--- src/rtl/pida_pkg.sv ---
// Package for the positional insert/delete array: sizes, codes and the
// command/status structs shared by controller and datapath.
// No dependencies.
package pida_pkg;

    localparam int CAPACITY   = 64;
    localparam int DATA_WIDTH = 32;

    localparam int POS_W       = 6;
    localparam int IO_DATA_W   = 32;
    localparam int OUT_COUNT_W = 7;

    localparam int ADDR_W  = (CAPACITY > 1) ? $clog2(CAPACITY) : 1;
    localparam int COUNT_W = $clog2(CAPACITY + 1);
    localparam int CMP_W   = (COUNT_W > POS_W) ? COUNT_W : POS_W;

    localparam logic [1:0] OP_INSERT = 2'd0;
    localparam logic [1:0] OP_DELETE = 2'd1;
    localparam logic [1:0] OP_READ   = 2'd2;

    typedef enum logic [1:0] {
        ST_OK     = 2'd0,
        ST_FULL   = 2'd1,
        ST_EMPTY  = 2'd2,
        ST_BADPOS = 2'd3
    } status_t;

    typedef enum logic [2:0] {
        CUR_HOLD       = 3'd0,
        CUR_LOAD_COUNT = 3'd1,
        CUR_LOAD_POS   = 3'd2,
        CUR_DEC        = 3'd3,
        CUR_INC        = 3'd4
    } cursor_op_t;

    typedef enum logic [1:0] {
        CNT_HOLD = 2'd0,
        CNT_INC  = 2'd1,
        CNT_DEC  = 2'd2
    } count_op_t;

    typedef enum logic [1:0] {
        RD_PREV = 2'd0,
        RD_NEXT = 2'd1,
        RD_POS  = 2'd2
    } rd_sel_t;

    typedef enum logic {
        WR_SHIFT  = 1'b0,
        WR_INSERT = 1'b1
    } wr_sel_t;

    typedef struct packed {
        logic       capture_item;
        logic       latch_check;
        cursor_op_t cursor_op;
        count_op_t  count_op;
        logic       ram_rd_en;
        rd_sel_t    rd_sel;
        logic       ram_wr_en;
        wr_sel_t    wr_sel;
        logic       load_result;
        logic       result_use_rdata;
    } pida_cmd_t;

    typedef struct packed {
        logic [1:0] op;
        logic       check_ok;
        logic       cursor_gt_pos;
        logic       more_to_move;
        logic       slot_free;
    } pida_sts_t;

    function automatic logic [DATA_WIDTH-1:0] to_word(input logic [IO_DATA_W-1:0] v);
        logic signed [63:0] t;
        t = 64'(signed'(v));
        return t[DATA_WIDTH-1:0];
    endfunction

    function automatic logic [IO_DATA_W-1:0] to_io(input logic [DATA_WIDTH-1:0] w);
        logic signed [63:0] t;
        t = 64'(signed'(w));
        return t[IO_DATA_W-1:0];
    endfunction

    function automatic logic [OUT_COUNT_W-1:0] count_to_io(input logic [COUNT_W-1:0] c);
        logic [31:0] t;
        t = 32'(c);
        return t[OUT_COUNT_W-1:0];
    endfunction

endpackage

--- src/rtl/pida_ram.sv ---
// Generic simple dual-port RAM, one write and one registered read port.
// No dependencies.
module pida_ram #(
    parameter int WIDTH = 32,
    parameter int DEPTH = 64
) (
    input  logic                                   clk,
    input  logic                                   wr_en,
    input  logic [((DEPTH > 1) ? $clog2(DEPTH) : 1)-1:0] wr_addr,
    input  logic [WIDTH-1:0]                       wr_data,
    input  logic                                   rd_en,
    input  logic [((DEPTH > 1) ? $clog2(DEPTH) : 1)-1:0] rd_addr,
    output logic [WIDTH-1:0]                       rd_data
);

    logic [WIDTH-1:0] mem_reg [DEPTH];
    logic [WIDTH-1:0] rd_data_reg;

    always_ff @(posedge clk)
    begin
        if (wr_en)
        begin
            mem_reg[wr_addr] <= wr_data;
        end
        if (rd_en)
        begin
            rd_data_reg <= mem_reg[rd_addr];
        end
    end

    assign rd_data = rd_data_reg;

endmodule

--- src/rtl/pida_datapath.sv ---
// Datapath: item registers, count, shift cursor, element RAM and result register.
// Depends on pida_pkg and pida_ram.
module pida_datapath import pida_pkg::*; (
    input  logic                 clk,
    input  logic                 rst_n,
    input  pida_cmd_t            cmd,
    output pida_sts_t            sts,
    input  logic [1:0]           opcode,
    input  logic [POS_W-1:0]     position,
    input  logic [IO_DATA_W-1:0] data_value,
    input  logic                 rsp_ready,
    output logic                 rsp_valid,
    output logic [1:0]           status,
    output logic [IO_DATA_W-1:0] read_data,
    output logic [OUT_COUNT_W-1:0] element_count
);

    logic [1:0]            op_reg;
    logic [CMP_W-1:0]      pos_reg;
    logic [DATA_WIDTH-1:0] word_reg;
    logic [COUNT_W-1:0]    count_reg;
    logic [COUNT_W-1:0]    count_next;
    logic [COUNT_W-1:0]    cursor_reg;
    logic [COUNT_W-1:0]    cursor_next;
    status_t               check_reg;
    status_t               check_code;

    logic                   rsp_valid_reg;
    logic [1:0]             status_reg;
    logic [IO_DATA_W-1:0]   read_data_reg;
    logic [OUT_COUNT_W-1:0] count_out_reg;

    logic [CMP_W-1:0]      count_cmp;
    logic [CMP_W-1:0]      cursor_cmp;
    logic [COUNT_W-1:0]    cursor_m1;
    logic [COUNT_W:0]      cursor_p1;
    logic [ADDR_W-1:0]     rd_addr;
    logic [ADDR_W-1:0]     wr_addr;
    logic [DATA_WIDTH-1:0] wr_data;
    logic [DATA_WIDTH-1:0] ram_rdata;

    assign count_cmp  = CMP_W'(count_reg);
    assign cursor_cmp = CMP_W'(cursor_reg);
    assign cursor_m1  = cursor_reg - COUNT_W'(1);
    assign cursor_p1  = {1'b0, cursor_reg} + (COUNT_W + 1)'(1);

    always_comb
    begin
        check_code = ST_BADPOS;
        unique case (op_reg) inside
            OP_INSERT:
            begin
                if (count_reg >= COUNT_W'(CAPACITY))
                    check_code = ST_FULL;
                else if (pos_reg > count_cmp)
                    check_code = ST_BADPOS;
                else
                    check_code = ST_OK;
            end
            OP_DELETE, OP_READ:
            begin
                if (count_reg == '0)
                    check_code = ST_EMPTY;
                else if (pos_reg >= count_cmp)
                    check_code = ST_BADPOS;
                else
                    check_code = ST_OK;
            end
            default: check_code = ST_BADPOS;
        endcase
    end

    assign sts.op            = op_reg;
    assign sts.check_ok      = (check_code == ST_OK);
    assign sts.cursor_gt_pos = (cursor_cmp > pos_reg);
    assign sts.more_to_move  = (cursor_p1 < {1'b0, count_reg});
    assign sts.slot_free     = !rsp_valid_reg || rsp_ready;

    always_comb
    begin
        case (cmd.rd_sel)
            RD_PREV: rd_addr = cursor_m1[ADDR_W-1:0];
            RD_NEXT: rd_addr = cursor_p1[ADDR_W-1:0];
            RD_POS:  rd_addr = pos_reg[ADDR_W-1:0];
            default: rd_addr = pos_reg[ADDR_W-1:0];
        endcase
        case (cmd.wr_sel)
            WR_INSERT:
            begin
                wr_addr = pos_reg[ADDR_W-1:0];
                wr_data = word_reg;
            end
            default:
            begin
                wr_addr = cursor_reg[ADDR_W-1:0];
                wr_data = ram_rdata;
            end
        endcase
    end

    pida_ram #(
        .WIDTH (DATA_WIDTH),
        .DEPTH (CAPACITY)
    ) u_store (
        .clk     (clk),
        .wr_en   (cmd.ram_wr_en),
        .wr_addr (wr_addr),
        .wr_data (wr_data),
        .rd_en   (cmd.ram_rd_en),
        .rd_addr (rd_addr),
        .rd_data (ram_rdata)
    );

    always_comb
    begin
        case (cmd.cursor_op)
            CUR_LOAD_COUNT: cursor_next = count_reg;
            CUR_LOAD_POS:   cursor_next = COUNT_W'(pos_reg);
            CUR_DEC:        cursor_next = cursor_m1;
            CUR_INC:        cursor_next = cursor_p1[COUNT_W-1:0];
            default:        cursor_next = cursor_reg;
        endcase
        case (cmd.count_op)
            CNT_INC: count_next = count_reg + COUNT_W'(1);
            CNT_DEC: count_next = count_reg - COUNT_W'(1);
            default: count_next = count_reg;
        endcase
    end

    always_ff @(posedge clk)
    begin
        if (cmd.capture_item)
        begin
            op_reg   <= opcode;
            pos_reg  <= CMP_W'(position);
            word_reg <= to_word(data_value);
        end
        if (cmd.latch_check)
        begin
            check_reg <= check_code;
        end
        cursor_reg <= cursor_next;
        if (cmd.load_result)
        begin
            status_reg    <= check_reg;
            read_data_reg <= cmd.result_use_rdata ? to_io(ram_rdata) : '0;
            count_out_reg <= count_to_io(count_reg);
        end
    end

    always_ff @(posedge clk or negedge rst_n)
    begin
        if (!rst_n)
        begin
            count_reg     <= '0;
            rsp_valid_reg <= 1'b0;
        end
        else
        begin
            count_reg <= count_next;
            if (cmd.load_result)
                rsp_valid_reg <= 1'b1;
            else if (rsp_ready)
                rsp_valid_reg <= 1'b0;
        end
    end

    assign rsp_valid     = rsp_valid_reg;
    assign status        = status_reg;
    assign read_data     = read_data_reg;
    assign element_count = count_out_reg;

    a_count_bound: assert property (@(posedge clk) disable iff (!rst_n)
        count_reg <= COUNT_W'(CAPACITY))
        else $error("count above capacity");

    a_no_overwrite: assert property (@(posedge clk) disable iff (!rst_n)
        cmd.load_result |-> (!rsp_valid_reg || rsp_ready))
        else $error("result overwritten before taken");

    a_count_change: assert property (@(posedge clk) disable iff (!rst_n)
        (cmd.count_op == CNT_HOLD) |=> (count_reg == $past(count_reg)))
        else $error("count moved without command");

    a_wr_in_range: assert property (@(posedge clk) disable iff (!rst_n)
        cmd.ram_wr_en |-> (32'(wr_addr) < CAPACITY))
        else $error("write beyond capacity");

endmodule

--- config.mk ---
export PLATFORM = sky130hd
export DESIGN_NAME = pida_datapath
export DESIGN_NICKNAME = d
export VERILOG_FILES = /design/src/rtl/pida_pkg.sv /design/src/rtl/pida_ram.sv /design/src/rtl/pida_datapath.sv
export SDC_FILE = /design/constraint.sdc
export NUM_CORES = 2
export LEC_CHECK = 0
export BUFFER_PORTS_ARGS = -buffer_cell sky130_fd_sc_hd__buf_2
export CAP_MARGIN = 20
export CORE_ASPECT_RATIO = 0.5
export CORE_MARGIN = 5
export CORE_UTILIZATION = 60
export DETAILED_ROUTE_END_ITERATION = 8
export PLACE_DENSITY_LB_ADDON = 0.2
export RECOVER_POWER = 100
export SLEW_MARGIN = 20
export SYNTH_ARGS = -nofsm -noshare
export SYNTH_HDL_FRONTEND = slang
export SYNTH_SLANG_ARGS = --single-unit
--- constraint.sdc ---
create_clock -name clk -period 4.2 [get_ports clk]
set_input_delay 0.84 -clock clk [delete_from_list [all_inputs] [get_ports clk]]
set_output_delay 0.84 -clock clk [all_outputs]
set_load 0.02 [all_outputs]
### Word-level counts from Yosys, hierarchy flattened

Memory sizes are Yosys's and may differ from the RTL's. A register that Yosys moved wholly into a read port is not among the register bits.
Index checks and enable logic that the tools add are counted.

* output and inout bits: 48
* memories kept: 1
* word-level logic and storage cells: 53
* RAM bits: 2048
* bits in read-only memories: 0
* input port bits: 57
* flip-flop bits (word level): 98
* bits in latches: 0

Memory list
* u_store.mem_reg: words 64, bits a word 32, rd ports 1, clocked after Yosys merged registers in 1, wr ports 1, line pida_ram.sv:16 `logic [WIDTH-1:0] mem_reg [DEPTH];`

* shifts and indexed selects: 0
* $mul: 0
* divide/modulo/power cells: 0
* reductions and logical operators: 10
* add/sub/neg operators: 4
* bitwise logic cells: 0
* order comparisons: 5
* eq/ne operators: 9
* muxes and demuxes: 14

Operators by type and width (number)
* $mux 32: 1
* $pmux 7 s4: 1
* $pmux 7 s2: 1
* $sub 7x1->7 const B: 2
* $pmux 6 s2: 1
* $add 7x1->8 const B: 1
* $lt 8x7->1: 1
* $mux 2: 4
* $add 7x1->7 const B: 1
* $ge 6x7->1: 1
* $ge 7x7->1 const B: 1
* $gt 6x7->1: 1
* $gt 7x6->1: 1
* $logic_not 7->1: 1
* $eq 2x1->1 const B: 3
* $eq 3x2->1 const B: 2
* $logic_not 2->1: 3
* $mux 6: 1
* $eq 2x2->1 const B: 2
* $mux 1: 4
* $pmux 2 s2: 1
* $reduce_bool 2->1: 2
* $reduce_bool 4->1: 1
* $eq 3x1->1 const B: 1
* 4 further kinds: 4

### Longest topological paths before layout

* depth after elaboration: 5
* depth in mapped cells: 14
* gate-level depth less buffers: 11

### Modules after synthesis

From an unflattened synthesis, not the netlist that was laid out.

* cells, all modules: 3728
* area, all modules: 83939.3 sq um

By module, submodules not included
* pida_ram: cells an instance 3324, times used 1, sequential area each 62459.9 sq um, area each 78835.6 sq um
* pida_datapath: cells an instance 404, times used 1, sequential area each 2902.8 sq um, area each 5103.6 sq um

### Worst setup path after synthesis

Ideal clock, no wire load.

* kind: input port to flip-flop
* start point: input cmd[2] in the netlist's numbering
* end point: memory u_store.mem_reg[33][0] (enable)
* cell stages on the path: 5
* setup time: 0.421 ns
* data required time: 3.779 ns
* path buffers: 3
* arrival: 3.298 ns
* setup slack: 0.481 ns
* path through: clkbuf_1 -> clkbuf_1 -> buf_1 -> a21oi_1 -> nor2_1

* cells in the longest elaborated chain, start to end: 1

Ends and longest elaborated chain
* start, declared: line pida_datapath.sv:6 `input pida_cmd_t cmd,`
* $mux 6: line pida_datapath.sv:87 `case (cmd.wr_sel)`
* end, declared: line pida_ram.sv:16

Every way passes these cells.

### Worst setup path in the final report

* start point: input cmd[2] in the netlist's numbering
* end point: memory u_store.mem_reg[8][18] (data pin)

* cells in the longest elaborated chain, start to end: 1

Ends and longest elaborated chain
* $mux 32: line pida_datapath.sv:87
* named net u_store.wr_data[18]: line pida_ram.sv:10 `input logic [WIDTH-1:0] wr_data,`

The timed path passes the listed nets, and every way through them passes these cells.

==> results.toml <==
[min_path]
min_from = "data_value[14]"
min_path_cells = 1
hp-class = "primary input to register"
hold_path_end = "word_reg[14]$_DFFE_PP_"

[layout]
area_growth_from_synthesis_to_final_layout_pct = 12.2
layout.nets = 5234
post_route_cells_drive_above_1_share = 0.170
layout.cell_area.non_filler_mm2 = 0.0978
multiInputGateArea_mm2 = 0.0208
fillerInstances = 9253
largest_register_ff_count = 2048
sequential_cell_area_mm2 = 0.0654
layout.cells.non_filler = 7244

[clock_network]
cts_root_buffer = "clkbuf_16"
clock_tree.htree_level_count = 4
cts_buffers = 179
cts_tree = "built"
clock_insertion_delay_worst_skew_ps = 820
cts.clk_slew.worst_paths_ps = 70
cts_num_sinks = 2178
clock_path_buffers = 3

[yosys]
syn_nets = 4899
synth.avg_cell_area_um2 = 18.1
dominantRegCellSynth = "edfxtp_1"
synth.cell_area_mm2 = 0.0872
synth_largest_area_cell = "edfxtp_1"
synth_area_leaders = "edfxtp_1 (75%), mux2i_1 (7.4%), mux4_2 (4.1%)"
synth.ff_latch_count = 2178
synth_async_sr_flop_share = 0.00367
synthesis.yosys.warnings = 0
fraction_of_post_synthesis_cell_area_in_the_top_cell_type_by_area = 0.747
yosys.cell_count.top_type = "edfxtp_1"
netlist-cell-type-count = 65
number_of_enable_flip_flop_cells_after_synthesis = 2170
synth.yosys.seq_area_share = 0.749
synth_common_cells = "edfxtp_1 (2170), mux2i_1 (648), and3_1 (210)"
syn-instance-count = 4813

[placement]
gp_congestion = 0.933
post-dp-hpwl_um = 153000
placed_cells = 6915
postPlaceCellArea_mm2 = 0.0936
dp_slack_ps = -230
io_buffer_count = 104

[route]
detailedRoute.firstIterationViolations = 7477
drt-total-wl_um = 254000
drt_pre_antenna_iters = 6
wl_per_cell_um = 35.0
drcViolationCount = 0
dr_total_vias = 49400
via_per_inst = 6.82
number_of_antenna_violating_nets_in_the_routed_design = 0

[critical_path]
cp-start-kind = "primary input"
regToRegSetupSlack_ps = 40
worst-r2r-cell-count = 11
r2r-start = "cursor_cmp[0]$_DFFE_PP_"
worstReg2RegEnd = "u_store.rd_data[13]$_DFFE_PP_"
critPathRequiredTime_ps = 4710
worstPathMaxFanout = 48
worstPathArrival_ps = 4730
timing_worst_setup_path_type = "primary input to register"
setup.worst_path.end_class = "register"

[power_and_ir_drop]
power_frac_comb = 0.224
peak_supply_drop_mv = 0.577
clk_network_pwr_share = 0.293
seq_power_share = 0.483
total_switching_power_uw = 16200
internal-power_uw = 38300
switching_share = 0.297
power_density_mw_per_mm2 = 557
power_leakage_uw = 0.0332

[die]
design.core.area_mm2 = 0.144
floorplan.initialDensity = 0.607
count_of_standard_cell_rows = 98
die_ar_mm2 = 0.154
io_pins = 105
die_w_um = 549
die_h_um = 280

[sta]
final.setup.worst_slack_ps = -19.6
timing_worst_slew_pin_value_ps = 3140
fin_worst_skew_ps = 37.3
grt_setup_unrepaired = "yes"
timing.final.crit_share = 1.00
setup_tns_ps = -366
maxSlewViolCount = 659
max_clock_freq_ghz = 0.237
slew_headroom = -1.10
report.final.setup_viol = 33
final-hold-violation-count = 0
holdWs_ps = 198
final.min_clock_period_ps = 4220

[run]
drv.max_cap_violation_count = 29

[global_route]
maximum_number_of_pins_on_one_net_before_global_route_repair = 118
global_route.usage.total = 0.329
grt_pass1_wl_um = 356000
antenna_found_initial = 23
grt_pass1_vias = 47800
global_route.overflow_total = 0

[outcome]
run_status = "finished, violations left"
violations = "max-capacitance violations, max-slew violations, negative setup slack"
-- placed cells by master, fill, tap and decap left out, drive strengths merged, types with 7 or more instances in the layout --
| cell type | netlist | routed |
|---|---|---|
| o21ai | 23 | 23 |
| o31a | 65 | 65 |
| mux2i | 649 | 649 |
| xnor2 | 9 | 9 |
| mux4 | 159 | 159 |
| clkbuf | 174 | 407 |
| o32a | 62 | 62 |
| clkinv | 0 | 81 |
| diode | 0 | 8 |
| and3 | 210 | 210 |
| o2bb2ai | 31 | 31 |
| nand4b | 17 | 17 |
| a21o | 8 | 8 |
| o21bai | 127 | 127 |
| dfrtp | 8 | 8 |
| bufinv | 0 | 9 |
| inv | 27 | 29 |
| nand2 | 174 | 174 |
| edfxtp | 2170 | 2170 |
| nor2 | 83 | 83 |
| buf | 143 | 288 |
| nand2b | 7 | 7 |
| xor2 | 11 | 11 |
| o22ai | 65 | 65 |
| a2111oi | 17 | 17 |
| nand3 | 75 | 75 |
| mux2 | 82 | 82 |
| a211oi | 195 | 195 |
| ha | 28 | 28 |
| a21oi | 55 | 55 |
| and2 | 35 | 35 |
| o2111ai | 47 | 47 |
-- worst max-delay path by stage --
stage,startpoint,cells past startpoint,slack [ps],end
after global placement,cmd[4],11,-420,u_store.rd_data[2]$_DFFE_PP_
after floorplan,cmd[2],5,480,u_store.mem_reg[33][0]$_DFFE_PP_
after global routing,cursor_cmp[0]$_DFFE_PP_,12,-10,sts[1]
after CTS,cursor_cmp[0]$_DFFE_PP_,12,40,sts[1]
final,cmd[2],4,-20,u_store.mem_reg[8][18]$_DFFE_PP_
after detailed placement,cmd[4],10,-230,u_store.rd_data[16]$_DFFE_PP_
-- final cells by class --
cell class | instances | share of cell area
Antenna cell | 8 | 0.000205
Clock buffer | 225 | 0.0478
Clock inverter | 94 | 0.00702
Inverter | 27 | 0.00104
Multi-Input combinational cell | 2291 | 0.213
Sequential cell | 2178 | 0.668
Tap cell | 1950 | 0.0249
Timing Repair Buffer | 471 | 0.0382
-- logic make-up after synthesis --
group | count (synthesis) | synth area share
and+or+nand+nor | 628 | 0.0372
adders and majority gates | 29 | 0.00425
xor gates and xnor gates | 20 | 0.00201
DFF | 2178 | 0.749
buffers and inverters | 344 | 0.0174
muxes | 890 | 0.126
AOI/OAI and AO/OA | 724 | 0.0634
-- layer usage --
layer,wire length [µm],global-route usage
met1,92800,0.455
met2,108000,0.467
met3,38800,0.125
met4,14200,0.152
met5,425,0
-- metrics by stage --
| step | power, µW | utilization |
|---|---|---|
| 6_report | 54500 | 0.681 |
| 5_1_grt | 55800 | 0.681 |
| 4_1_cts | 54300 | 0.688 |
| 3_5_place_dp | 38600 | 0.651 |
| 3_3_place_gp | 38400 | 0.650 |
| 2_1_floorplan | 32600 | - |
-- critical path: stages --
cell,delay (ps)
buf_2,450
clkbuf_1,1660
mux2_1,1000
buf_4,660
-- power by group through the flow --
stage	combinational, µW	sequential (µW)	clock (µW)
final	12200	26300	16000
after global routing	12500	26300	17000
after CTS	12000	26200	16000
after detailed placement	12000	26700	0
after global placement	11700	26700	0
after floorplan	6160	26400	0
-- repair_timing --
action                                  4_1_cts  5_1_grt
gates resized for setup                       4        6
hold buffers                                  1        0
endpoints found under the setup margin        1        4
setup buffers                                 0        0
hold endpoints to repair                      8        0
Note: power is estimated with default switching activity, not from simulation.
