<file path="src/rtl/pida_pkg.sv">
// Package for the positional insert/delete array: sizes, codes and the
// command/status structs shared by controller and datapath.
// No dependencies.
package pida_pkg;

    localparam int CAPACITY   = 64;
    localparam int DATA_WIDTH = 32;

    localparam int POS_W       = 6;
    localparam int IO_DATA_W   = 32;
    localparam int OUT_COUNT_W = 7;

    localparam int ADDR_W  = (CAPACITY > 1) ? $clog2(CAPACITY) : 1;
    localparam int COUNT_W = $clog2(CAPACITY + 1);
    localparam int CMP_W   = (COUNT_W > POS_W) ? COUNT_W : POS_W;

    localparam logic [1:0] OP_INSERT = 2'd0;
    localparam logic [1:0] OP_DELETE = 2'd1;
    localparam logic [1:0] OP_READ   = 2'd2;

    typedef enum logic [1:0] {
        ST_OK     = 2'd0,
        ST_FULL   = 2'd1,
        ST_EMPTY  = 2'd2,
        ST_BADPOS = 2'd3
    } status_t;

    typedef enum logic [2:0] {
        CUR_HOLD       = 3'd0,
        CUR_LOAD_COUNT = 3'd1,
        CUR_LOAD_POS   = 3'd2,
        CUR_DEC        = 3'd3,
        CUR_INC        = 3'd4
    } cursor_op_t;

    typedef enum logic [1:0] {
        CNT_HOLD = 2'd0,
        CNT_INC  = 2'd1,
        CNT_DEC  = 2'd2
    } count_op_t;

    typedef enum logic [1:0] {
        RD_PREV = 2'd0,
        RD_NEXT = 2'd1,
        RD_POS  = 2'd2
    } rd_sel_t;

    typedef enum logic {
        WR_SHIFT  = 1'b0,
        WR_INSERT = 1'b1
    } wr_sel_t;

    typedef struct packed {
        logic       capture_item;
        logic       latch_check;
        cursor_op_t cursor_op;
        count_op_t  count_op;
        logic       ram_rd_en;
        rd_sel_t    rd_sel;
        logic       ram_wr_en;
        wr_sel_t    wr_sel;
        logic       load_result;
        logic       result_use_rdata;
    } pida_cmd_t;

    typedef struct packed {
        logic [1:0] op;
        logic       check_ok;
        logic       cursor_gt_pos;
        logic       more_to_move;
        logic       slot_free;
    } pida_sts_t;

    function automatic logic [DATA_WIDTH-1:0] to_word(input logic [IO_DATA_W-1:0] v);
        logic signed [63:0] t;
        t = 64'(signed'(v));
        return t[DATA_WIDTH-1:0];
    endfunction

    function automatic logic [IO_DATA_W-1:0] to_io(input logic [DATA_WIDTH-1:0] w);
        logic signed [63:0] t;
        t = 64'(signed'(w));
        return t[IO_DATA_W-1:0];
    endfunction

    function automatic logic [OUT_COUNT_W-1:0] count_to_io(input logic [COUNT_W-1:0] c);
        logic [31:0] t;
        t = 32'(c);
        return t[OUT_COUNT_W-1:0];
    endfunction

endpackage

</file>
<file path="src/rtl/pida_ctrl.sv">
// Controller state machine: sequences check, shift loop, read and result load.
// Depends on pida_pkg.
module pida_ctrl import pida_pkg::*; (
    input  logic      clk,
    input  logic      rst_n,
    input  logic      req_valid,
    output logic      req_ready,
    input  pida_sts_t sts,
    output pida_cmd_t cmd
);

    typedef enum logic [7:0] {
        S_IDLE     = 8'b0000_0001,
        S_CHECK    = 8'b0000_0010,
        S_INS_TEST = 8'b0000_0100,
        S_INS_WR   = 8'b0000_1000,
        S_DEL_TEST = 8'b0001_0000,
        S_DEL_WR   = 8'b0010_0000,
        S_RD_WAIT  = 8'b0100_0000,
        S_FINISH   = 8'b1000_0000
    } state_t;

    state_t state_reg;
    state_t state_next;
    logic   req_fire;

    assign req_ready = (state_reg == S_IDLE) && sts.slot_free;
    assign req_fire  = req_valid && req_ready;

    always_comb
    begin
        cmd = '0;
        cmd.cursor_op = CUR_HOLD;
        cmd.count_op  = CNT_HOLD;
        cmd.rd_sel    = RD_POS;
        cmd.wr_sel    = WR_SHIFT;
        state_next    = state_reg;
        unique case (state_reg)
            S_IDLE:
            begin
                cmd.capture_item = req_fire;
                if (req_fire)
                    state_next = S_CHECK;
            end
            S_CHECK:
            begin
                cmd.latch_check = 1'b1;
                if (!sts.check_ok)
                    state_next = S_FINISH;
                else if (sts.op == OP_INSERT)
                begin
                    cmd.cursor_op = CUR_LOAD_COUNT;
                    state_next    = S_INS_TEST;
                end
                else if (sts.op == OP_DELETE)
                begin
                    cmd.cursor_op = CUR_LOAD_POS;
                    state_next    = S_DEL_TEST;
                end
                else
                begin
                    cmd.ram_rd_en = 1'b1;
                    cmd.rd_sel    = RD_POS;
                    state_next    = S_RD_WAIT;
                end
            end
            S_INS_TEST:
            begin
                if (sts.cursor_gt_pos)
                begin
                    cmd.ram_rd_en = 1'b1;
                    cmd.rd_sel    = RD_PREV;
                    state_next    = S_INS_WR;
                end
                else
                begin
                    cmd.ram_wr_en = 1'b1;
                    cmd.wr_sel    = WR_INSERT;
                    cmd.count_op  = CNT_INC;
                    state_next    = S_FINISH;
                end
            end
            S_INS_WR:
            begin
                cmd.ram_wr_en = 1'b1;
                cmd.wr_sel    = WR_SHIFT;
                cmd.cursor_op = CUR_DEC;
                state_next    = S_INS_TEST;
            end
            S_DEL_TEST:
            begin
                if (sts.more_to_move)
                begin
                    cmd.ram_rd_en = 1'b1;
                    cmd.rd_sel    = RD_NEXT;
                    state_next    = S_DEL_WR;
                end
                else
                begin
                    cmd.count_op = CNT_DEC;
                    state_next   = S_FINISH;
                end
            end
            S_DEL_WR:
            begin
                cmd.ram_wr_en = 1'b1;
                cmd.wr_sel    = WR_SHIFT;
                cmd.cursor_op = CUR_INC;
                state_next    = S_DEL_TEST;
            end
            S_RD_WAIT:
            begin
                cmd.load_result      = 1'b1;
                cmd.result_use_rdata = 1'b1;
                state_next           = S_IDLE;
            end
            S_FINISH:
            begin
                cmd.load_result = 1'b1;
                state_next      = S_IDLE;
            end
            default: state_next = S_IDLE;
        endcase
    end

    always_ff @(posedge clk or negedge rst_n)
    begin
        if (!rst_n)
            state_reg <= S_IDLE;
        else
            state_reg <= state_next;
    end

    a_accept_to_check: assert property (@(posedge clk) disable iff (!rst_n)
        req_fire |=> (state_reg == S_CHECK))
        else $error("accepted item not checked");

    a_result_to_idle: assert property (@(posedge clk) disable iff (!rst_n)
        cmd.load_result |=> (state_reg == S_IDLE))
        else $error("result load did not end the item");

    a_shift_write_after_read: assert property (@(posedge clk) disable iff (!rst_n)
        (cmd.ram_wr_en && cmd.wr_sel == WR_SHIFT) |-> $past(cmd.ram_rd_en))
        else $error("shift write without prior read");

endmodule

</file>
<file path="config.mk">
export PLATFORM = sky130hd
export DESIGN_NAME = pida_ctrl
export DESIGN_NICKNAME = d
export VERILOG_FILES = /design/src/rtl/pida_pkg.sv /design/src/rtl/pida_ctrl.sv
export SDC_FILE = /design/constraint.sdc
export NUM_CORES = 1
export LEC_CHECK = 0
export ABC_AREA = 1
export ABC_CLOCK_PERIOD_IN_PS = 1240
export BUFFER_PORTS_ARGS = -buffer_cell sky130_fd_sc_hd__buf_2
export CAP_MARGIN = 20
export CELL_PAD_IN_SITES_DETAIL_PLACEMENT = 0
export CELL_PAD_IN_SITES_GLOBAL_PLACEMENT = 1
export CORE_UTILIZATION = 27
export CTS_BUF_LIST = sky130_fd_sc_hd__clkbuf_4 sky130_fd_sc_hd__clkbuf_8 sky130_fd_sc_hd__clkbuf_16
export DETAILED_ROUTE_END_ITERATION = 8
export PLACE_DENSITY_LB_ADDON = 0.1
export SYNTH_ARGS = -nofsm -noshare
export SYNTH_HDL_FRONTEND = slang
export SYNTH_SLANG_ARGS = --single-unit
</file>
<file path="constraint.sdc">
create_clock -name clk -period 1.24 [get_ports clk]
set_input_delay 0.248 -clock clk [delete_from_list [all_inputs] [get_ports clk]]
set_output_delay 0.248 -clock clk [all_outputs]
set_load 0.01 [all_outputs]
</file>
---- Word-level counts from Yosys, hierarchy flattened ----
Cells that the tools add are included.
word-level totals
  output and inout port bits .............. 15
  register bits after elaboration ......... 8
  bits of input ports ..................... 9
  word-level logic and storage cells ...... 42
cells by class
  mux-type cells .......................... 26
  equal/unequal tests ..................... 10
  reductions and logical operators ........ 5
operator list
  kind                  number
  $pmux W8 S6           1
  $mux W8               5
  $pmux W3 S3           2
  $mux W3               5
  $mux W2               5
  $eq A8 B1 Y1 const B  1
  $eq A8 B2 Y1 const B  1
  $eq A8 B3 Y1 const B  1
  $eq A8 B4 Y1 const B  1
  $eq A8 B5 Y1 const B  1
  $eq A8 B6 Y1 const B  1
  $eq A8 B7 Y1 const B  1
  $eq A8 B8 Y1 const B  1
  $pmux W2 S2           2
  $mux W7               1
  $mux W1               5
  $reduce_or A2 Y1      2
  $eq A2 B1 Y1 const B  1
  $logic_and A1 B1 Y1   2
  $logic_not A2 Y1      1
  $ne A2 B2 Y1 const B  1

---- Depth between registers and ports, before layout ----
Gate-level depths: netlist of the first run.
  depth after elaboration ................. 5
  mapped depth ............................ 7
  gate-level depth less buffers ........... 7

---- Least setup slack after synthesis of the first run ----
Ideal clock, no wire load.
  path type ............................... register -> output
  start point ............................. register state_reg[2]
  end point ............................... output port cmd[9] (netlist name)
  data arrival time ....................... 1045 ps
  data required time ...................... 992 ps
  stages on the path, launching flop included .. 6
  path slack .............................. -53 ps
  cells stage by stage .................... dfrtp_1 nor2_2 nand2_1 nor2_8 nand2_2 o21ai_2
RTL lines
  what                    line              text
  from (decl)             pida_ctrl.sv:23   state_t state_reg;
  from (signal assigned)  pida_ctrl.sv:131  state_reg <= state_next;
  to (decl)               pida_ctrl.sv:9    output pida_cmd_t cmd

==> flow_summary_export.csv, run 1 <==
group,metric,value,unit
outcome,status,"finished, violations left",
outcome,failed_checks,"setup timing",
clock_network,clk_latency,250,ps
timing,max_clock_freq,0.593,GHz
synthesis,synth_area_leaders,"dfrtp_1 31%, inv_1 13%, nand2_1 9.4%",
synthesis,yosysTopAreaCell,"dfrtp_1",
route,wl,1550,um
timing,finalSetupViolCount,18,
setup_path,critical-path-top-delay-family,"simple AND/OR/NAND/NOR gates",
timing,postLayoutSetupSlackWorst,-445,ps
grt,grt_pass1_vias,582,
grt,grt_max_degree,9,
synthesis,ys_types,16,
clock_network,cts.htree.levels,1,
synthesis,yosys.area.top_type_share,31.2,%
placed_design,placed_area,853,um^2
finish,largest_register_ffs,8,
setup_path,crit_fanout,5,
timing,fin_crit,1690,ps
timing,slew_viol_final,0,
grt,grt_pass1_wl,2230,um
setup_path,critPathLaunch,"state_reg[7]",
floorplanning,fp-row-count,16,
setup_path,path_buf_inv,1,
synthesis,syn_inst,81,
finish,diodes,0,
route,ant_nets,0,
placed_design,dpl.hpwl,1170,um
timing,grt_setup_unrepaired,"true",
setup_path,end_kind,"primary output",
timing,timing.final.crit_share,136,%
placed_design,port_buffers,23,
setup_path,required,990,ps
power_and_ir_drop,p_leak,0.638,nW
clock_network,cts.reportedPaths.clkPinSlew,60,ps
route,drt_first_pass_iters,4,
placed_design,place.gp.congestion,0.710,
finish,final_cell_area,1120,um^2
grt,grt_use_total,13.8,%
setup_path,arrival,1440,ps
floorplanning,core-area,1960,um^2
synthesis,ys_seq_area_share,35.9,%
finish,final_cells,159,
floorplanning,start_util,28.6,%
route,drt-initial-drc-count,2,
finish,syn2layout_area_growth,99.1,%
route,wl_per_cell,9.72,um
synthesis,avgSynthCellArea,6.94,um^2
flow_run,max_cap_violations,0,
power_and_ir_drop,p_total,1.10,mW
placed_design,place_inst,146,
clock_network,cts.sinks,8,
setup_path,slowest_stage,"dfrtp_1",
power_and_ir_drop,pwr_density_cell,984,nW/um^2
timing,holdWs,267,ps
power_and_ir_drop,peakVddDrop,0.000526,V
setup_path,path_cells,"nor2_4 > nand2_4 > nor2_8 > nand4_1 > nand2_1 > buf_2",
timing,hold_violations,0,
route,drc,0,
timing,tns,-6400,ps
floorplanning,die_h,47.6,um
setup_path,worstSetupPathType,"reg -> out",
floorplanning,die_area,2270,um^2
timing,fin_skew,1.05,ps
setup_path,worstReg2RegEnd,"state_reg[0]",
grt,grt-ovfl-total,0,
synthesis,netlist_area,562,um^2
setup_path,r2r_slack,-170,ps
clock_network,cts_buffer_depth,2,
finish,final_nets,142,
clock_network,cts_tree,"built",
timing,tightest_slew,181,ps
synthesis,ys_warn_count,0,
setup_path,endpoint,"cmd[10]",
route,vias,669,
setup_path,path_depth,6,
synthesis,ys_ff_latch,8,
grt,antenna_found_initial,0,
floorplanning,num_io_pins,24,
setup_path,r2r_cells,9,
clock_network,cts-root-buf,"clkbuf_4",
synthesis,syn_nets,90,
setup_path,rr_startpoint,"state_reg[0]",
worst_hold_path,hold_path_class,"in -> reg",
floorplanning,die_w,47.6,um
setup_path,cp_slowest_stage_delay,410,ps
finish,final_layout_size_suffix_gt1_share,70.5,%
timing,max-slew-margin-rel,88.0,%
route,via_per_inst,4.21,
worst_hold_path,holdPathStages,3,
setup_path,cp-start-kind,"flip-flop",
clock_network,cts_made_buffers,3,
synth_stat cells (all sizes together):
cell type and number:
dfrtp 7, o21ai 3, nand2 17, o22ai 1
nor2 20, inv 20, dfstp 1, nand3 9
nor3b 2, nand4 1
area by class of cell:
| type | instances | area (um^2) |
|---|---|---|
| Fill cell | 208 | 843 |
| Multi-Input combinational cell | 53 | 420 |
| Timing Repair Buffer | 47 | 358 |
| Sequential cell | 8 | 201 |
| Inverter | 20 | 75.1 |
| Tap cell | 27 | 33.8 |
| Clock buffer | 4 | 30.0 |
report_power, final:
group,leakage [nW],internal [mW],switching [mW]
combinational,0.512,0.260,0.269
sequential,0.108,0.299,0.0360
clock,0.0184,0.145,0.0925
stage by stage:
step	setup slack (ps)	util (%)
finish	-445	57.0
global route	-549	57.0
CTS	-456	52.7
detailed placement	-203	43.5
global placement	-189	43.5
floorplan	-38.0	-
cell families after synthesis:
kind of cell / count (synthesis) / share of synthesized area [%]
AND/OR/NAND/NOR: 49 / 45.7
buffers and inverters: 20 / 13.4
AO/OA/AOI/OAI: 4 / 5.12
flip-flops: 8 / 35.9
worst min path at each step:
stage	start	endpoint
6_report	req_valid	state_reg[1]
5_1_grt	req_valid	state_reg[1]
4_1_cts	req_valid	state_reg[1]
3_5_place_dp	rst_n	state_reg[6]
3_3_place_gp	rst_n	state_reg[6]
2_1_floorplan	rst_n	state_reg[1]
worst reg2reg max path, delay by kind of cell (launching register included):
kind	cells	cell delay (ps)
flops	1	580
buf+inv	3	360
simple gates	6	430
per-layer routing:
metal  wire length (um)  global-route usage (%)  vias to the layer above
li1                   -                       -                      346
met1                683                    17.3                      309
met2                812                    25.2                       12
met5                  0                       0                        -
met3                 35                   0.377                        2
met4                 14                    5.00                        0
layout by cell type (no fill, tap or decap), types with 5 or more instances in the layout:
cell type / instances
buf_2: 17
buf_4: 17
buf_6: 12
dfrtp_1: 7
inv_1: 14
inv_2: 6
nand2_1: 5
nand2_2: 9
nand3_2: 5
nor2_1: 6
nor2_4: 9
repair_timing:
action | 4_1_cts | 5_1_grt
pin swaps | 7 | 8
resized for setup | 27 | 21
endpoints found under the setup margin | 21 | 23
hold buffers | 1 | 0
buffers inserted | 5 | 7
endpoints found under the hold margin | 7 | 0
Power figures use the tool's default switching activity.
==> inputs of run 2 (changes only) <==
--- a/config.mk
+++ b/config.mk
@@ -15,6 +15,7 @@
 export CTS_BUF_LIST = sky130_fd_sc_hd__clkbuf_4 sky130_fd_sc_hd__clkbuf_8 sky130_fd_sc_hd__clkbuf_16
 export DETAILED_ROUTE_END_ITERATION = 8
 export PLACE_DENSITY_LB_ADDON = 0.1
+export SKIP_CTS_REPAIR_TIMING = 1
 export SYNTH_ARGS = -nofsm -noshare
 export SYNTH_HDL_FRONTEND = slang
 export SYNTH_SLANG_ARGS = --single-unit
==> run 2 against run 1 <==
The run still ends with setup timing left. Total power decreased by 15%. Combinational power decreased by 28%. Clock power decreased by 3%. Highest routed layer unchanged.
==> flow_summary_export.csv, run 2 (synthesis gave the netlist of run 1 again) <==
group,metric,value,unit
outcome,status,"finished, violations left",
outcome,failed_checks,"setup timing",
power_and_ir_drop,clockPowerShare,24.5,%
worst_hold_path,hold_path_class,"in -> reg",
floorplanning,die_w,47.6,um
power_and_ir_drop,swShare,35.4,%
route,drt-initial-drc-count,3,
worst_hold_path,whs_endpoint,"state_reg[1]",
power_and_ir_drop,p_sw,333,uW
grt,grt_pass1_vias,508,
finish,mostFrequentLayoutCells,"20 x buf_2, 17 x inv_1, 14 x buf_4, 10 x nand2_1, 8 x nor2_1",
timing,max-slew-margin-rel,87.9,%
setup_path,arrival,1440,ps
setup_path,required,990,ps
setup_path,cp_slowest_stage_delay,420,ps
worst_hold_path,worstHoldStart,"req_valid",
setup_path,r2r_cells,6,
timing,postLayoutSetupSlackWorst,-446,ps
route,ant_nets,0,
timing,holdWs,274,ps
route,drt_first_pass_iters,4,
timing,finalSetupViolCount,16,
floorplanning,die_h,47.6,um
timing,tns,-5760,ps
floorplanning,num_io_pins,24,
setup_path,path_buf_inv,1,
grt,grt-ovfl-total,0,
grt,grt_use_total,12.4,%
clock_network,cts_made_buffers,3,
placed_design,place_inst,146,
power_and_ir_drop,seqPwrFrac,35.0,%
finish,diodes,0,
finish,final_nets,134,
power_and_ir_drop,peakVddDrop,0.000430,V
setup_path,worstReg2RegEnd,"state_reg[4]",
timing,grt_setup_unrepaired,"true",
route,wl_per_cell,9.19,um
clock_network,cts_buffer_depth,2,
route,drc,0,
power_and_ir_drop,comb_power_share,40.5,%
timing,hold_violations,0,
timing,timing.final.crit_share,136,%
setup_path,path_cells,"nor2_4 > nand2_2 > nor2_8 > nand4_1 > nand2_1 > buf_2",
clock_network,cts_tree,"built",
setup_path,slowest_stage,"dfrtp_1",
grt,grt_max_degree,9,
grt,antenna_found_initial,0,
finish,syn2layout_area_growth,71.9,%
finish,layout.cells.most_common,"buf_2",
power_and_ir_drop,p_total,940,uW
finish,final_layout_size_suffix_gt1_share,58.1,%
route,vias,635,
grt,grt_pass1_wl,2000,um
power_and_ir_drop,pwr_density_cell,973,nW/um^2
worst_hold_path,holdPathStages,3,
clock_network,cts.sinks,8,
clock_network,cts.reportedPaths.clkPinSlew,50,ps
placed_design,dpl.hpwl,1170,um
placed_design,place.gp.congestion,0.710,
setup_path,r2r_slack,-10,ps
finish,final_core_utilization,49.2,%
clock_network,cts-root-buf,"clkbuf_4",
route,wl,1390,um
power_and_ir_drop,p_leak,0.592,nW
clock_network,cts.htree.levels,1,
setup_path,cp-start-kind,"flip-flop",
timing,max_clock_freq,0.593,GHz
setup_path,end_kind,"primary output",
finish,fillCellCount,225,
placed_design,port_buffers,23,
clock_network,clk_latency,250,ps
setup_path,critPathLaunch,"state_reg[2]",
floorplanning,fp-row-count,16,
route,via_per_inst,4.21,
finish,largest_register_ffs,8,
timing,tightest_slew,182,ps
floorplanning,die_area,2270,um^2
setup_path,rr_startpoint,"state_reg[2]",
setup_path,critical-path-top-delay-family,"simple AND/OR/NAND/NOR gates",
setup_path,crit_fanout,4,
floorplanning,start_util,28.6,%
power_and_ir_drop,p_int,607,uW
flow_run,max_cap_violations,0,
timing,slew_viol_final,0,
setup_path,worstSetupPathType,"reg -> out",
finish,final_cells,151,
timing,fin_crit,1690,ps
floorplanning,core-area,1960,um^2
timing,fin_skew,4.96,ps
run 2: cell types whose count changed in the layout (fill, tap and decap cells not counted), sizes merged:
cell,before,now
buf,46,38
run 2: metrics by stage:
step / area [um^2] / worst slack [ps]
floorplan: 592 / -38.0
global placement: 853 / -189
detailed placement: 853 / -203
CTS: 883 / -478
global route: 966 / -560
finish: 966 / -446
run 2: worst reg2reg max path: cells and delay by family (launching register included):
kind	cells	cell delay, ps
and+or+nand+nor	5	620
DFF	1	420
buffers and inverters	1	160
run 2: how the worst max path moves through the flow:
stage / depth (start not counted) / endpoint / slack (ps)
after detailed placement: 6 / cmd[5] / -200
final: 6 / cmd[10] / -450
after floorplan: 5 / cmd[9] / -40
after CTS: 6 / cmd[5] / -480
after global placement: 6 / cmd[5] / -190
after global routing: 6 / cmd[6] / -560
run 2: cell type report:
class,instances,area [um^2],area share (%)
inverter,20,75.1,7.77
tap,27,33.8,3.50
multi-input combinational,53,365,37.8
timing repair buffer,39,260,26.9
clock buffer,4,30.0,3.11
sequential,8,201,20.9
run 2: routing by layer:
metal / vias to the layer above / global-route usage (%) / wire length, um / share of wire (%)
li1: 329 / - / - / -
met1: 292 / 16.9 / 648 / 47
met2: 12 / 20.8 / 689 / 50
met3: 2 / 0.377 / 36 / 2.6
met4: 0 / 5.00 / 13 / 0.94
met5: - / 0 / 0 / 0
run 2: power groups by stage:
stage	logic [mW]	registers (mW)	clock network, mW
6_report	0.381	0.329	0.230
3_3_place_gp	0.344	0.325	0
2_1_floorplan	0.212	0.323	0
4_1_cts	0.349	0.321	0.236
3_5_place_dp	0.348	0.326	0
5_1_grt	0.429	0.333	0.251
==> inputs of run 3 (changes only) <==
--- a/config.mk
+++ b/config.mk
@@ -14,6 +14,7 @@
 export CORE_UTILIZATION = 27
 export CTS_BUF_LIST = sky130_fd_sc_hd__clkbuf_4 sky130_fd_sc_hd__clkbuf_8 sky130_fd_sc_hd__clkbuf_16
 export DETAILED_ROUTE_END_ITERATION = 8
+export MAX_ROUTING_LAYER = met4
 export PLACE_DENSITY_LB_ADDON = 0.1
 export SKIP_CTS_REPAIR_TIMING = 1
 export SYNTH_ARGS = -nofsm -noshare
==> run 3 against run 2 <==
The run still ends with setup timing left. First-iteration DRC count increased by 33%. Cell count unchanged. Combinational power about the same. Highest routed layer unchanged. Worst hold slack unchanged. Sequential share of layout area unchanged. Clock skew unchanged. Count of clock-buffer cells in the layout unchanged. Global-route usage increased by 0.40 points. Via count unchanged. Non-clock buffer count unchanged. Utilization unchanged. Critical path type unchanged.
==> flow_summary_export.csv, run 3 (synthesis gave the netlist of run 1 again) <==
group,metric,value,unit
power_and_ir_drop,seqPwrFrac,35.0,%
setup_path,arrival,1440,ps
grt,antenna_found_initial,0,
timing,timing.final.crit_share,136,%
placed_design,placed_area,853,um^2
setup_path,cp-start-kind,"flip-flop",
setup_path,r2r_slack,-10,ps
timing,hold_violations,0,
route,drt-initial-drc-count,4,
grt,grt_max_degree,9,
route,wl_met2,696,um
grt,grt-ovfl-total,0,
setup_path,worstReg2RegEnd,"state_reg[4]",
placed_design,dpl.hpwl,1170,um
finish,final_cells,151,
worst_hold_path,worstHoldStart,"req_valid",
timing,postLayoutSetupSlackWorst,-447,ps
grt,grt_use_total,12.8,%
clock_network,cts.sinks,8,
worst_hold_path,holdPathStages,3,
route,drt_first_pass_iters,4,
floorplanning,core-area,1960,um^2
placed_design,place_inst,146,
floorplanning,num_io_pins,24,
clock_network,cts_tree,"built",
floorplanning,die_h,47.6,um
worst_hold_path,whs_endpoint,"state_reg[1]",
route,wl,1380,um
clock_network,cts.htree.levels,1,
placed_design,port_buffers,23,
floorplanning,fp-row-count,16,
power_and_ir_drop,pwr_density_cell,973,nW/um^2
route,wl_met3,28,um
route,via_per_inst,4.21,
outcome,status,"finished, violations left",
grt,grt_pass1_wl,2000,um
placed_design,place.gp.congestion,0.718,
setup_path,end_kind,"primary output",
power_and_ir_drop,peakVddDrop,0.000430,V
flow_run,max_cap_violations,0,
power_and_ir_drop,p_leak,0.592,nW
timing,finalSetupViolCount,16,
power_and_ir_drop,p_sw,333,uW
finish,final_layout_size_suffix_gt1_share,58.1,%
finish,final_nets,134,
power_and_ir_drop,swShare,35.4,%
timing,tightest_slew,182,ps
setup_path,required,990,ps
finish,diodes,0,
setup_path,worstSetupPathType,"reg -> out",
floorplanning,start_util,28.6,%
clock_network,cts_buffer_depth,2,
power_and_ir_drop,comb_power_share,40.5,%
route,wl_met1,640,um
outcome,failed_checks,"setup timing",
setup_path,crit_fanout,4,
finish,final_cell_area,966,um^2
floorplanning,die_area,2270,um^2
timing,fin_crit,1690,ps
route,vias,635,
power_and_ir_drop,clockPowerShare,24.5,%
timing,fin_skew,4.96,ps
clock_network,cts.reportedPaths.clkPinSlew,50,ps
finish,largest_register_ffs,8,
route,routed.top_layer,"met4",
power_and_ir_drop,p_int,607,uW
timing,max-slew-margin-rel,87.9,%
floorplanning,die_w,47.6,um
route,ant_nets,0,
clock_network,cts-root-buf,"clkbuf_4",
finish,mostFrequentLayoutCells,"20 x buf_2, 17 x inv_1, 14 x buf_4, 10 x nand2_1, 8 x nor2_1",
worst_hold_path,hold_path_class,"in -> reg",
clock_network,cts_made_buffers,3,
clock_network,clk_latency,250,ps
route,drc,0,
timing,max_clock_freq,0.593,GHz
route,wl_per_cell,9.13,um
setup_path,rr_startpoint,"state_reg[2]",
timing,slew_viol_final,0,
finish,syn2layout_area_growth,71.9,%
timing,grt_setup_unrepaired,"true",
grt,grt_pass1_vias,508,
finish,layout.cells.most_common,"buf_2",
setup_path,r2r_cells,6,
==> run 3: cell counts in the layout (fill, tap and decap cells not counted) <==
Identical to the previous run, type by type.
==> run 3: through the flow <==
step                      setup slack, ps  hold WS [ps]  power [mW]  util, %  setup TNS (ps)
after global placement               -189          96.1       0.669     43.5           -1960
after global routing                 -560           324        1.01     49.2           -7840
after CTS                            -478          -172       0.906     45.0           -6440
final                                -447           274       0.940     49.2           -5750
after floorplan                     -38.0         -47.6       0.535        -            -143
after detailed placement             -203          98.3       0.674     43.5           -2270
==> run 3: worst max path at each step <==
stage	slack (ps)	to	startpoint
final	-450	cmd[10]	state_reg[2]
after global routing	-560	cmd[6]	state_reg[1]
after CTS	-480	cmd[5]	state_reg[6]
after detailed placement	-200	cmd[5]	state_reg[6]
after global placement	-190	cmd[5]	state_reg[1]
after floorplan	-40	cmd[9]	state_reg[6]
==> run 3: final cells by class <==
type	count	area (um^2)
clock buffers	4	30.0
fillers	225	996
inverters	20	75.1
multi-input cells	53	365
flip-flops and latches	8	201
well taps	27	33.8
repair buffers	39	260
==> run 3: per-layer routing <==
metal  vias up  global-route usage [%]
met3         2                       0
met5         -                       -
met2        12                    20.8
met1       292                    17.1
li1        329                       -
met4         0                    5.00
==> run 3: power by group through the flow <==
| stage | registers [mW] | clock network (mW) | logic [mW] |
|---|---|---|---|
| 2_1_floorplan | 0.323 | 0 | 0.212 |
| 3_3_place_gp | 0.325 | 0 | 0.344 |
| 3_5_place_dp | 0.326 | 0 | 0.348 |
| 4_1_cts | 0.321 | 0.236 | 0.349 |
| 5_1_grt | 0.333 | 0.251 | 0.429 |
| 6_report | 0.329 | 0.230 | 0.381 |
==> run 3: worst max-delay path: stages, from the launching register on <==
cell and delay (ps):
dfrtp_1 420, nor2_4 180, nand2_2 110, nor2_8 150, nand4_1 130, nand2_1 90
buf_2 120
